`src/rtl/zsfir_pkg.sv`:
```
// Shared constants and types for the zero-stuffing FIR interpolator.
// No dependencies; imported by the top level and by zsfir_mac.
package zsfir_pkg;

   localparam int TAPS        = 50;
   localparam int DW          = 16;
   localparam int IDX_W       = $clog2(TAPS);
   localparam int ACC_W       = 2 * DW + $clog2(TAPS);
   localparam int FACTOR_W    = 7;
   localparam int FACTOR_MAX  = 64;
   localparam int FACTOR_RST  = 4;
   localparam int CIDX_W      = 6;

   localparam logic FUNC_COEF   = 1'b0;
   localparam logic FUNC_SAMPLE = 1'b1;

   typedef struct packed {
      logic clr;
      logic dat_vld;
      logic ring_ok;
      logic coef_ok;
   } mac_ctrl_type;

endpackage

```
`src/rtl/zero_stuff_fir_interpolator_unit.sv`:
```
// Top level of the zero-stuffing FIR interpolator: sequencer, stores and ports.
// Depends on zsfir_pkg, zsfir_ram and zsfir_mac.
//
//   channel   direction  transfer moves
//   req_*     in         func, coef_index, coef_value, sample
//   rsp_*     out        out_sample, last
//   csr_*     in         factor register write data
//
// During a sample transfer, each output uses one ring write, TAPS passes
// through the single shared multiplier, a drain and a result step.
// Synchronous reset clears the valid bits of both stores, so they read as zero,
// and sets factor to 4. A result waits while the output register is still full.
module zero_stuff_fir_interpolator_unit
   import zsfir_pkg::*;
(
   input  logic                clock,
   input  logic                reset,
   input  logic                req_valid,
   output logic                req_ready,
   input  logic                req_func,
   input  logic [CIDX_W-1:0]   req_coef_index,
   input  logic [DW-1:0]       req_coef_value,
   input  logic [DW-1:0]       req_sample,
   output logic                rsp_valid,
   input  logic                rsp_ready,
   output logic [DW-1:0]       rsp_out_sample,
   output logic                rsp_last,
   input  logic                csr_valid,
   output logic                csr_ready,
   input  logic [FACTOR_W-1:0] csr_data
);

   typedef enum logic [2:0] {
      ST_IDLE,
      ST_WRITE,
      ST_MAC,
      ST_DRAIN,
      ST_FIN
   } state_type;

   state_type            state_ff, state_in;
   logic [FACTOR_W-1:0]  factor_ff, factor_in;
   logic [FACTOR_W-1:0]  k_ff, k_in;
   logic [FACTOR_W-1:0]  nlim_ff, nlim_in;
   logic [DW-1:0]        sample_ff, sample_in;
   logic [IDX_W-1:0]     wpos_ff, wpos_in;
   logic [IDX_W-1:0]     rpos_ff, rpos_in;
   logic [IDX_W-1:0]     tap_ff, tap_in;
   logic [TAPS-1:0]      ring_vld_ff, ring_vld_in;
   logic [TAPS-1:0]      coef_vld_ff, coef_vld_in;
   logic                 s1_ff, s1_in;
   logic                 rok_ff, rok_in;
   logic                 cok_ff, cok_in;
   logic                 rsp_valid_ff, rsp_valid_in;
   logic [DW-1:0]        rsp_out_sample_ff, rsp_out_sample_in;
   logic                 rsp_last_ff, rsp_last_in;

   logic                 req_xfer;
   logic                 coef_wr;
   logic                 ring_wr;
   logic [DW-1:0]        ring_wdata;
   logic                 rd_en;
   logic [DW-1:0]        ring_rdata;
   logic [DW-1:0]        coef_rdata;
   logic                 mac_pend;
   logic [DW-1:0]        mac_result;
   logic                 out_free;
   logic                 is_last;
   logic [IDX_W-1:0]     wpos_nxt;
   logic [IDX_W-1:0]     rpos_nxt;
   mac_ctrl_type         mac_ctrl;

   assign req_ready = (state_ff == ST_IDLE);
   assign req_xfer  = req_valid && req_ready;
   assign csr_ready = 1'b1;
   assign out_free  = !rsp_valid_ff || rsp_ready;
   assign is_last   = (k_ff == nlim_ff - 1'b1);
   assign wpos_nxt  = (wpos_ff == IDX_W'(TAPS - 1)) ? '0 : wpos_ff + 1'b1;
   assign rpos_nxt  = (rpos_ff == IDX_W'(TAPS - 1)) ? '0 : rpos_ff + 1'b1;
   assign coef_wr   = req_xfer && (req_func == FUNC_COEF) &&
                      (FACTOR_W'(req_coef_index) < FACTOR_W'(TAPS));
   assign ring_wr   = (state_ff == ST_WRITE);
   assign ring_wdata = (k_ff == '0) ? sample_ff : '0;
   assign rd_en     = (state_ff == ST_MAC);

   assign mac_ctrl.clr     = (state_ff == ST_WRITE);
   assign mac_ctrl.dat_vld = s1_ff;
   assign mac_ctrl.ring_ok = rok_ff;
   assign mac_ctrl.coef_ok = cok_ff;

   always_comb begin
      state_in          = state_ff;
      factor_in         = factor_ff;
      k_in              = k_ff;
      nlim_in           = nlim_ff;
      sample_in         = sample_ff;
      wpos_in           = wpos_ff;
      rpos_in           = rpos_ff;
      tap_in            = tap_ff;
      ring_vld_in       = ring_vld_ff;
      coef_vld_in       = coef_vld_ff;
      s1_in             = 1'b0;
      rok_in            = rok_ff;
      cok_in            = cok_ff;
      rsp_valid_in      = rsp_valid_ff && !rsp_ready;
      rsp_out_sample_in = rsp_out_sample_ff;
      rsp_last_in       = rsp_last_ff;

      if (csr_valid && csr_ready) begin
         factor_in = csr_data;
      end
      if (coef_wr) begin
         coef_vld_in[req_coef_index[IDX_W-1:0]] = 1'b1;
      end

      case (state_ff)
         ST_IDLE: begin
            if (req_xfer && (req_func == FUNC_SAMPLE)) begin
               sample_in = req_sample;
               k_in      = '0;
               if (factor_ff == '0) begin
                  nlim_in = FACTOR_W'(1);
               end else if (factor_ff > FACTOR_W'(FACTOR_MAX)) begin
                  nlim_in = FACTOR_W'(FACTOR_MAX);
               end else begin
                  nlim_in = factor_ff;
               end
               state_in = ST_WRITE;
            end
         end
         ST_WRITE: begin
            ring_vld_in[wpos_ff] = 1'b1;
            wpos_in  = wpos_nxt;
            rpos_in  = wpos_nxt;
            tap_in   = '0;
            state_in = ST_MAC;
         end
         ST_MAC: begin
            s1_in   = 1'b1;
            rok_in  = ring_vld_ff[rpos_ff];
            cok_in  = coef_vld_ff[tap_ff];
            rpos_in = rpos_nxt;
            tap_in  = tap_ff + 1'b1;
            if (tap_ff == IDX_W'(TAPS - 1)) begin
               state_in = ST_DRAIN;
            end
         end
         ST_DRAIN: begin
            if (!s1_ff && !mac_pend) begin
               state_in = ST_FIN;
            end
         end
         ST_FIN: begin
            if (out_free) begin
               rsp_valid_in      = 1'b1;
               rsp_out_sample_in = mac_result;
               rsp_last_in       = is_last;
               if (is_last) begin
                  state_in = ST_IDLE;
               end else begin
                  k_in     = k_ff + 1'b1;
                  state_in = ST_WRITE;
               end
            end
         end
         default: begin
            state_in = ST_IDLE;
         end
      endcase
   end

   always_ff @(posedge clock) begin
      if (reset) begin
         state_ff     <= ST_IDLE;
         factor_ff    <= FACTOR_W'(FACTOR_RST);
         wpos_ff      <= '0;
         ring_vld_ff  <= '0;
         coef_vld_ff  <= '0;
         s1_ff        <= 1'b0;
         rsp_valid_ff <= 1'b0;
      end else begin
         state_ff     <= state_in;
         factor_ff    <= factor_in;
         wpos_ff      <= wpos_in;
         ring_vld_ff  <= ring_vld_in;
         coef_vld_ff  <= coef_vld_in;
         s1_ff        <= s1_in;
         rsp_valid_ff <= rsp_valid_in;
      end
      k_ff              <= k_in;
      nlim_ff           <= nlim_in;
      sample_ff         <= sample_in;
      rpos_ff           <= rpos_in;
      tap_ff            <= tap_in;
      rok_ff            <= rok_in;
      cok_ff            <= cok_in;
      rsp_out_sample_ff <= rsp_out_sample_in;
      rsp_last_ff       <= rsp_last_in;
   end

   zsfir_ram #(
      .WIDTH(DW),
      .DEPTH(TAPS)
   ) u_ring_ram (
      .clock   (clock),
      .wr_en   (ring_wr),
      .wr_addr (wpos_ff),
      .wr_data (ring_wdata),
      .rd_en   (rd_en),
      .rd_addr (rpos_ff),
      .rd_data (ring_rdata)
   );

   zsfir_ram #(
      .WIDTH(DW),
      .DEPTH(TAPS)
   ) u_coef_ram (
      .clock   (clock),
      .wr_en   (coef_wr),
      .wr_addr (req_coef_index[IDX_W-1:0]),
      .wr_data (req_coef_value),
      .rd_en   (rd_en),
      .rd_addr (tap_ff),
      .rd_data (coef_rdata)
   );

   zsfir_mac u_mac (
      .clock     (clock),
      .reset     (reset),
      .ctrl      (mac_ctrl),
      .ring_data (ring_rdata),
      .coef_data (coef_rdata),
      .pend      (mac_pend),
      .result    (mac_result)
   );

   assign rsp_valid      = rsp_valid_ff;
   assign rsp_out_sample = rsp_out_sample_ff;
   assign rsp_last       = rsp_last_ff;

endmodule

```
`src/rtl/zsfir_ram.sv`:
```
// Generic single-write, single-read RAM with registered read data.
// No package dependencies.
module zsfir_ram #(
   parameter int WIDTH = 16,
   parameter int DEPTH = 64
) (
   input  logic                     clock,
   input  logic                     wr_en,
   input  logic [$clog2(DEPTH)-1:0] wr_addr,
   input  logic [WIDTH-1:0]         wr_data,
   input  logic                     rd_en,
   input  logic [$clog2(DEPTH)-1:0] rd_addr,
   output logic [WIDTH-1:0]         rd_data
);

   logic [WIDTH-1:0] mem_ff [DEPTH];
   logic [WIDTH-1:0] rd_data_ff;

   always_ff @(posedge clock) begin
      if (wr_en) begin
         mem_ff[wr_addr] <= wr_data;
      end
      if (rd_en) begin
         rd_data_ff <= mem_ff[rd_addr];
      end
   end

   assign rd_data = rd_data_ff;

endmodule

```
`src/rtl/zsfir_mac.sv`:
```
// Shared multiply-accumulate unit with rounding and saturation of the sum.
// Depends on zsfir_pkg for widths and the control struct.
module zsfir_mac
   import zsfir_pkg::*;
(
   input  logic          clock,
   input  logic          reset,
   input  mac_ctrl_type  ctrl,
   input  logic [DW-1:0] ring_data,
   input  logic [DW-1:0] coef_data,
   output logic          pend,
   output logic [DW-1:0] result
);

   logic signed [2*DW-1:0]  prod_ff;
   logic signed [2*DW-1:0]  prod_in;
   logic                    prod_vld_ff;
   logic signed [ACC_W-1:0] acc_ff;
   logic signed [ACC_W-1:0] acc_in;
   logic signed [ACC_W-1:0] rnd;
   logic signed [ACC_W-1:0] quo;
   logic                    fits;

   always_comb begin
      if (ctrl.ring_ok && ctrl.coef_ok) begin
         prod_in = $signed(ring_data) * $signed(coef_data);
      end else begin
         prod_in = '0;
      end
      if (ctrl.clr) begin
         acc_in = '0;
      end else if (prod_vld_ff) begin
         acc_in = acc_ff + ACC_W'(prod_ff);
      end else begin
         acc_in = acc_ff;
      end
   end

   always_ff @(posedge clock) begin
      if (reset) begin
         prod_vld_ff <= 1'b0;
      end else begin
         prod_vld_ff <= ctrl.dat_vld;
      end
      prod_ff <= prod_in;
      acc_ff  <= acc_in;
   end

   // Round half up, floor shift, then clamp to the signed output range.
   assign rnd  = acc_ff + (ACC_W'(1) <<< (DW - 2));
   assign quo  = rnd >>> (DW - 1);
   assign fits = (&quo[ACC_W-1:DW-1]) || !(|quo[ACC_W-1:DW-1]);

   assign result = fits ? quo[DW-1:0] : {quo[ACC_W-1], {(DW-1){~quo[ACC_W-1]}}};
   assign pend   = prod_vld_ff;

endmodule
```
`config.mk`:
```
export PLATFORM = sky130hd
export DESIGN_NAME = zero_stuff_fir_interpolator_unit
export DESIGN_NICKNAME = d
export VERILOG_FILES = /design/src/rtl/zsfir_pkg.sv /design/src/rtl/zero_stuff_fir_interpolator_unit.sv /design/src/rtl/zsfir_ram.sv /design/src/rtl/zsfir_mac.sv
export SDC_FILE = /design/constraint.sdc
export NUM_CORES = 2
export LEC_CHECK = 0
export ABC_CLOCK_PERIOD_IN_PS = 8600
export BUFFER_PORTS_ARGS = -buffer_cell sky130_fd_sc_hd__buf_4
export CELL_PAD_IN_SITES_DETAIL_PLACEMENT = 1
export CELL_PAD_IN_SITES_GLOBAL_PLACEMENT = 1
export CORE_MARGIN = 3
export CORE_UTILIZATION = 55
export DETAILED_ROUTE_END_ITERATION = 7
export PLACE_DENSITY = 0.87
export SETUP_SLACK_MARGIN = 0.3
export SLEW_MARGIN = 20
export SYNTH_ARGS = -nofsm -noshare
export SYNTH_HDL_FRONTEND = slang
export SYNTH_SLANG_ARGS = --single-unit
```
`constraint.sdc`:
```
create_clock -name clock -period 8.6 [get_ports clock]
set_clock_uncertainty 0.05 [all_clocks]
set_input_delay 1.72 -clock clock [delete_from_list [all_inputs] [get_ports clock]]
set_output_delay 1.72 -clock clock [all_outputs]
set_load 0.1 [all_outputs]
```
== After elaboration in Yosys (flattened, before gate mapping) ==
Memory sizes are Yosys's and may differ from the RTL's. A register that Yosys moved wholly into a read port is not among the register bits.
Cells that the tools add are included.
Widths: inputs -> output; s select.

* Add/subtract/negate cells: 7
* Multipliers: 1
* Order comparisons: 8
* Equal/unequal tests: 13
* Mux-type cells: 32
* Bitwise logic cells: 4
* Reductions and logical operators: 28

{| class="wikitable"
|+ Operator list
! operator !! count
|-
| $or 50x50->50 || 2
|-
| $add 38x16->38 const B || 1
|-
| $add 38x32->38 || 1
|-
| $mul 16x16->32 || 1
|-
| $mux 16 || 2
|-
| $lt 6x7->1 const B || 4
|-
| $mux 7 || 4
|-
| $pmux 6 s2 || 2
|-
| $add 6x1->6 const B || 3
|-
| $eq 6x6->1 const B || 3
|-
| $pmux 3 s5 || 1
|-
| $logic_not 7->1 || 2
|-
| $pmux 7 s2 || 1
|-
| $bmux 1 s6 || 2
|-
| $demux 1 s6 || 2
|-
| $ge 6x1->1 const B || 2
|-
| $mux 1 || 12
|-
| $mux 3 || 4
|-
| $mux 6 || 2
|-
| $logic_and 1x1->1 || 9
|-
| $reduce_and 4->1 || 2
|-
| $reduce_and 8->1 || 1
|-
| $reduce_or 8->1 || 1
|-
| $add 7x1->7 const B || 1
|-
| 16 further kinds || 28
|}

* Register bits: 250
* Memory bits (writable): 1600
* Output and inout port bits: 20
* Memories kept: 2

{| class="wikitable"
|+ Memory list
! memory !! depth !! width !! read ports !! clocked after Yosys merged registers in !! write ports !! RTL line !! source
|-
| u_coef_ram.mem_ff || 50 || 16 || 1 || 1 || 1 || zsfir_ram.sv:16 || <nowiki>logic [WIDTH-1:0] mem_ff [DEPTH];</nowiki>
|-
| u_ring_ram.mem_ff || 50 || 16 || 1 || 1 || 1 || zsfir_ram.sv:16 ||
|}

== Longest topological paths before layout ==
* Depth after elaboration: 6
* Mapped depth: 23

== By module ==
Synthesis repeated with hierarchy kept, for this count alone.

* Cells, all modules: 5768
* Area total of the unflattened synthesis: 86322.8 sq um

{| class="wikitable"
|+ Modules (own cells, without submodules)
! module !! instances !! cells each !! area each (sq um) !! sequential area each (sq um)
|-
| zsfir_ram || 2 || 1650 || 31854.3 || 24503.5
|-
| zsfir_mac || 1 || 1718 || 14809.2 || 1421.4
|-
| zero_stuff_fir_interpolator_unit || 1 || 750 || 7805.0 || 4194.0
|}

== Worst setup path after synthesis ==
No wires, ideal clock.

* Path kind: reg2reg
* Start point: reg u_ring_ram.rd_data_ff[15] (netlist: u_ring_ram.rd_data[15]) (read register of u_ring_ram.mem_ff)
* End point: reg u_mac.prod_ff[30]
* Data arrival time: 6.069 ns
* Required time: 8.426 ns
* Path slack: 2.358 ns
* Cell stages (with the launch flop): 21
* Path buffers: 1
* Clock period less this slack: 6.242 ns
* Path through: edfxtp_1 clkbuf_1 nand2_1 inv_1 fa_1 fa_1 fa_1 fa_1 fa_1 inv_1 fa_1 inv_1 ha_1 and3_1 a221oi_1 o21ai_0 a221o_1 a31oi_1 a21oi_1 mux2i_1 nand3_1

* Word-level cells in the longest chain between the ends: 1

{| class="wikitable"
|+ Ends and longest elaborated chain
! what !! RTL line !! source
|-
| start: declaration || zsfir_ram.sv:17 || <nowiki>logic [WIDTH-1:0] rd_data_ff;</nowiki>
|-
| $mul 16x16->32 || zsfir_mac.sv:26 || <nowiki>prod_in = $signed(ring_data) * $signed(coef_data);</nowiki>
|-
| end signal: assignment || zsfir_mac.sv:45 || <nowiki>prod_ff <= prod_in;</nowiki>
|-
| end: declaration || zsfir_mac.sv:15 || <nowiki>logic signed [2*DW-1:0] prod_ff;</nowiki>
|}

Every way passes these cells.
A chain may end at the register's enable or synchronous reset.

== Worst setup path after layout ==
Same ends and word-level chain as after synthesis.

==> flow_metrics.env <==
export IMPL_slew_viol_final=0
export IMPL_cts_resized_gates=0
export IMPL_holdPathEnd="ring_vld_ff[3]"
export IMPL_cts_hold_fix_buffers=0
export IMPL_yosys_most_used_dff="edfxtp_1"
export IMPL_fin_crit_ns=7.400
export IMPL_vias=48200
export IMPL_die_y_um=396.6
export IMPL_r2r_start="u_ring_ram.rd_data[15]"
export IMPL_die_w_um=396.6
export IMPL_min_from="ring_vld_ff[3]"
export IMPL_dpl_cell_count=6731
export IMPL_clock_sinks=1882
export IMPL_arrival_ns=8.04
export IMPL_post_cts_buffers=0
export IMPL_wl_per_cell_um=35.61
export IMPL_max_stage_delay_ns=0.97
export IMPL_antenna_left=0
export IMPL_critPathKind="register to register"
export IMPL_dpl_cell_area_mm2=0.08721
export IMPL_crit_required_ns=9.24
export IMPL_min_path_type="register to register"
export IMPL_setup_ws_ns=1.200
export IMPL_synth_fp_nets=5179
export IMPL_area_growth_pct=11.13
export IMPL_setup_viol=0
export IMPL_finalWirelength_um=252100
export IMPL_dieArea_mm2=0.1573
export IMPL_rrSetupSlack_ns=1.20
export IMPL_start_util_pct=55.69
export IMPL_synth_area_leaders="edfxtp_1, mux4_2, fa_1"
export IMPL_yosys_area_top_type_share_pct=60.59
export IMPL_ios=71
export IMPL_clock_fmax_mhz=135.1
export IMPL_fin_setup_tns_ns=0
export IMPL_cts_root_buf="clkbuf_16"
export IMPL_syn_area_mm2=0.08390
export IMPL_crit_fanout=16
export IMPL_synth_distinct_cells=83
export IMPL_row_count=142
export IMPL_track_usage_pct=32.65
export IMPL_syn_mean_instance_area_um2=17.72
export IMPL_synth_area_leader_cell="edfxtp_1"
export IMPL_worst_slew_pin_transition_ns=1.194
export IMPL_startpoint_type="register"
export IMPL_hpwl_um=133200
export IMPL_via_per_inst=6.810
export IMPL_overflow=0
export IMPL_post_route_period_util_pct=86.05
export IMPL_reg2reg_depth=19
export IMPL_drv_cap=0
export IMPL_rsz0062_at_grt="no"
export IMPL_outcome="finished, final reports clean"
export IMPL_grt_pass1_wl_um=369700
export IMPL_crit_top_cell="fa_1"
export IMPL_htree_levels=4
export IMPL_synth_edff_count=1693
export IMPL_grt_start_max_net_pins=158
export IMPL_synth_warnings=0
export IMPL_end_kind="register"
export IMPL_drt_initial_drc_count=7061
export IMPL_antenna_found_initial=17
export IMPL_core_mm2=0.1507
export IMPL_async_flop_share_pct=0
export IMPL_synth_seq_cells=1882
export IMPL_place_ws_ns=1.675
export IMPL_cpLargestDelayFamily="adder cells"
export IMPL_place_congestion=0.8371
export IMPL_numCtsBuffers=183
export IMPL_worstSkewPairLatency_ns=0.86
export IMPL_clk_pin_slew_worst_paths_ns=0.07
export IMPL_final_nets=5345
export IMPL_stdcell_count=7078
export IMPL_slowest_stage="fa_1"
export IMPL_drc=0
export IMPL_cts_tree="done"
export IMPL_timing_rr_end="u_mac.prod_ff[30]"
export IMPL_fin_area_mm2=0.09324
export IMPL_worstHoldPathCells=2
export IMPL_clock_path_buffers=3
export IMPL_first_pass_iters=5
export IMPL_hold_violations=0
export IMPL_n_fill_cell=12978
export IMPL_grt_pass1_vias=51062
export IMPL_synth_cells=4736
export IMPL_drive_gt1_share_pct=22.85
export IMPL_slew_headroom_pct=20.42
export IMPL_path_buf_inv=3
export IMPL_cp_cell_sequence="nand2_1 -> inv_1 -> fa_1 -> fa_1 -> fa_1 -> fa_1 -> fa_1 -> inv_1 -> fa_1 -> inv_1 -> ha_1 -> and3_1 -> a221oi_1 -> o21ai_0 -> a221o_1 -> a31oi_1 -> a21oi_1 -> mux2i_1 -> nand3_1"
export IMPL_io_buffers=69
export IMPL_yosysSeqAreaShare_pct=65.10
==> worst reg2reg max path, delay by kind of cell (launching register included) <==
family	cells	cell delay, ns
DFF	1	0.76
buffers and inverters	3	0.26
AOI/OAI and AO/OA	5	1.44
muxes	1	0.22
adders and majority gates	7	3.96
and+or+nand+nor	3	0.58
==> flip-flops by register name, summed over array words and instances, names as in the netlist <==
signal              cells
rsp_out_sample         16
state_ff                3
rpos_ff                 6
rsp_valid               1
wpos_ff                 6
u_mac.acc_ff           38
factor_ff               7
coef_vld_ff            50
cok_ff                  1
s1_ff                   1
rok_ff                  1
tap_ff                  6
u_ring_ram.mem_ff     800
u_mac.prod_ff          32
ring_vld_ff            50
k_ff                    7
rsp_last                1
u_coef_ram.rd_data     16
u_mac.pend              1
nlim_ff                 7
sample_ff              16
u_coef_ram.mem_ff     800
u_ring_ram.rd_data     16
==> metal layers <==
metal / wire length, um / global-route usage [%] / part of all wire, %
met1: 88230 / 42.71 / 35
met4: 13930 / 15.44 / 5.5
met5: 120 / 0 / 0.048
met3: 25480 / 6.823 / 10
met2: 124300 / 52.97 / 49
==> worst max-delay path by stage <==
stage	start	endpoint	cells past startpoint
2_1_floorplan	u_ring_ram.rd_data[15]	u_mac.prod_ff[30]	20
3_3_place_gp	u_coef_ram.rd_data[1]	u_mac.prod_ff[30]	19
3_5_place_dp	u_coef_ram.rd_data[1]	u_mac.prod_ff[30]	19
4_1_cts	u_ring_ram.rd_data[15]	u_mac.prod_ff[30]	19
5_1_grt	u_ring_ram.rd_data[15]	u_mac.prod_ff[30]	19
6_report	u_ring_ram.rd_data[15]	u_mac.prod_ff[30]	19
==> Yosys cell counts, types with 7 or more instances <==
master / instances
o21ai_0: 50
a21oi_1: 77
mux4_2: 542
fa_1: 263
or3_1: 9
nand2b_1: 13
nand3b_1: 8
a211oi_1: 12
edfxtp_1: 1693
and2_1: 143
o21a_1: 7
inv_1: 307
nor3_1: 26
nor3b_1: 10
mux2_2: 32
ha_1: 129
o21bai_1: 8
o211ai_1: 8
clkbuf_1: 157
xnor2_1: 53
and4_1: 8
nor2b_1: 17
nand4_1: 11
a31oi_1: 11
a31o_2: 8
mux2i_1: 32
nand2_1: 198
a21oi_2: 10
dfxtp_1: 189
xor2_1: 44
nand3_1: 35
buf_1: 26
or2_2: 8
and3_1: 27
buf_2: 32
a21o_1: 30
o21ba_2: 20
o22ai_1: 8
nor2_1: 370
buf_4: 10
==> layout by cell type (no fill, tap or decap), types with 20 or more instances in the layout <==
cell,count
edfxtp_1,1693
mux4_2,542
nor2_1,333
inv_1,306
fa_1,263
buf_4,203
nand2_1,198
dfxtp_1,188
clkbuf_16,183
and2_1,139
ha_1,129
a21oi_1,77
xnor2_1,53
o21ai_0,50
xor2_1,44
clkbuf_1,44
clkinv_1,40
nor2_2,37
nand3_1,35
mux2_2,32
mux2i_1,32
a21o_1,30
clkinv_2,28
and3_1,27
nor3_1,24
o21ba_2,20
==> stage by stage <==
stage               hold WS [ns]  utilization, %
floorplan                 0.3848               -
global placement          0.3934           57.88
detailed placement        0.4117           57.88
CTS                       0.4300           61.85
global route              0.4584           61.88
finish                    0.4324           61.89
==> logic make-up (layout without fill, tap and decap cells) <==
kind of cell,Yosys count,in the layout,share of synthesized area (%)
adder cells (fa/ha/maj),392,392,8.199
AO/OA/AOI/OAI,309,309,2.593
flip-flops,1882,1882,65.10
multiplexers,606,606,15.36
buffers and inverters,537,861,2.540
other,1,3,0.004469
AND/OR/NAND/NOR,912,912,5.191
XOR/XNOR,97,97,1.013
==> cell type report <==
type / instances / area, um^2 / area share, %
antenna: 2 / 5.005 / 0.005368
clock buffer: 237 / 4882 / 5.236
clock inverter: 106 / 1102 / 1.182
inverter: 307 / 1152 / 1.236
multi-input combinational: 2317 / 27270 / 29.24
sequential: 1882 / 54620 / 58.58
tap: 2016 / 2522 / 2.705
timing repair buffer: 211 / 1687 / 1.809
Power is left out: the tool's default activity adds up to more than one toggle a clock period on the data nets, which glitch-free logic cannot reach.
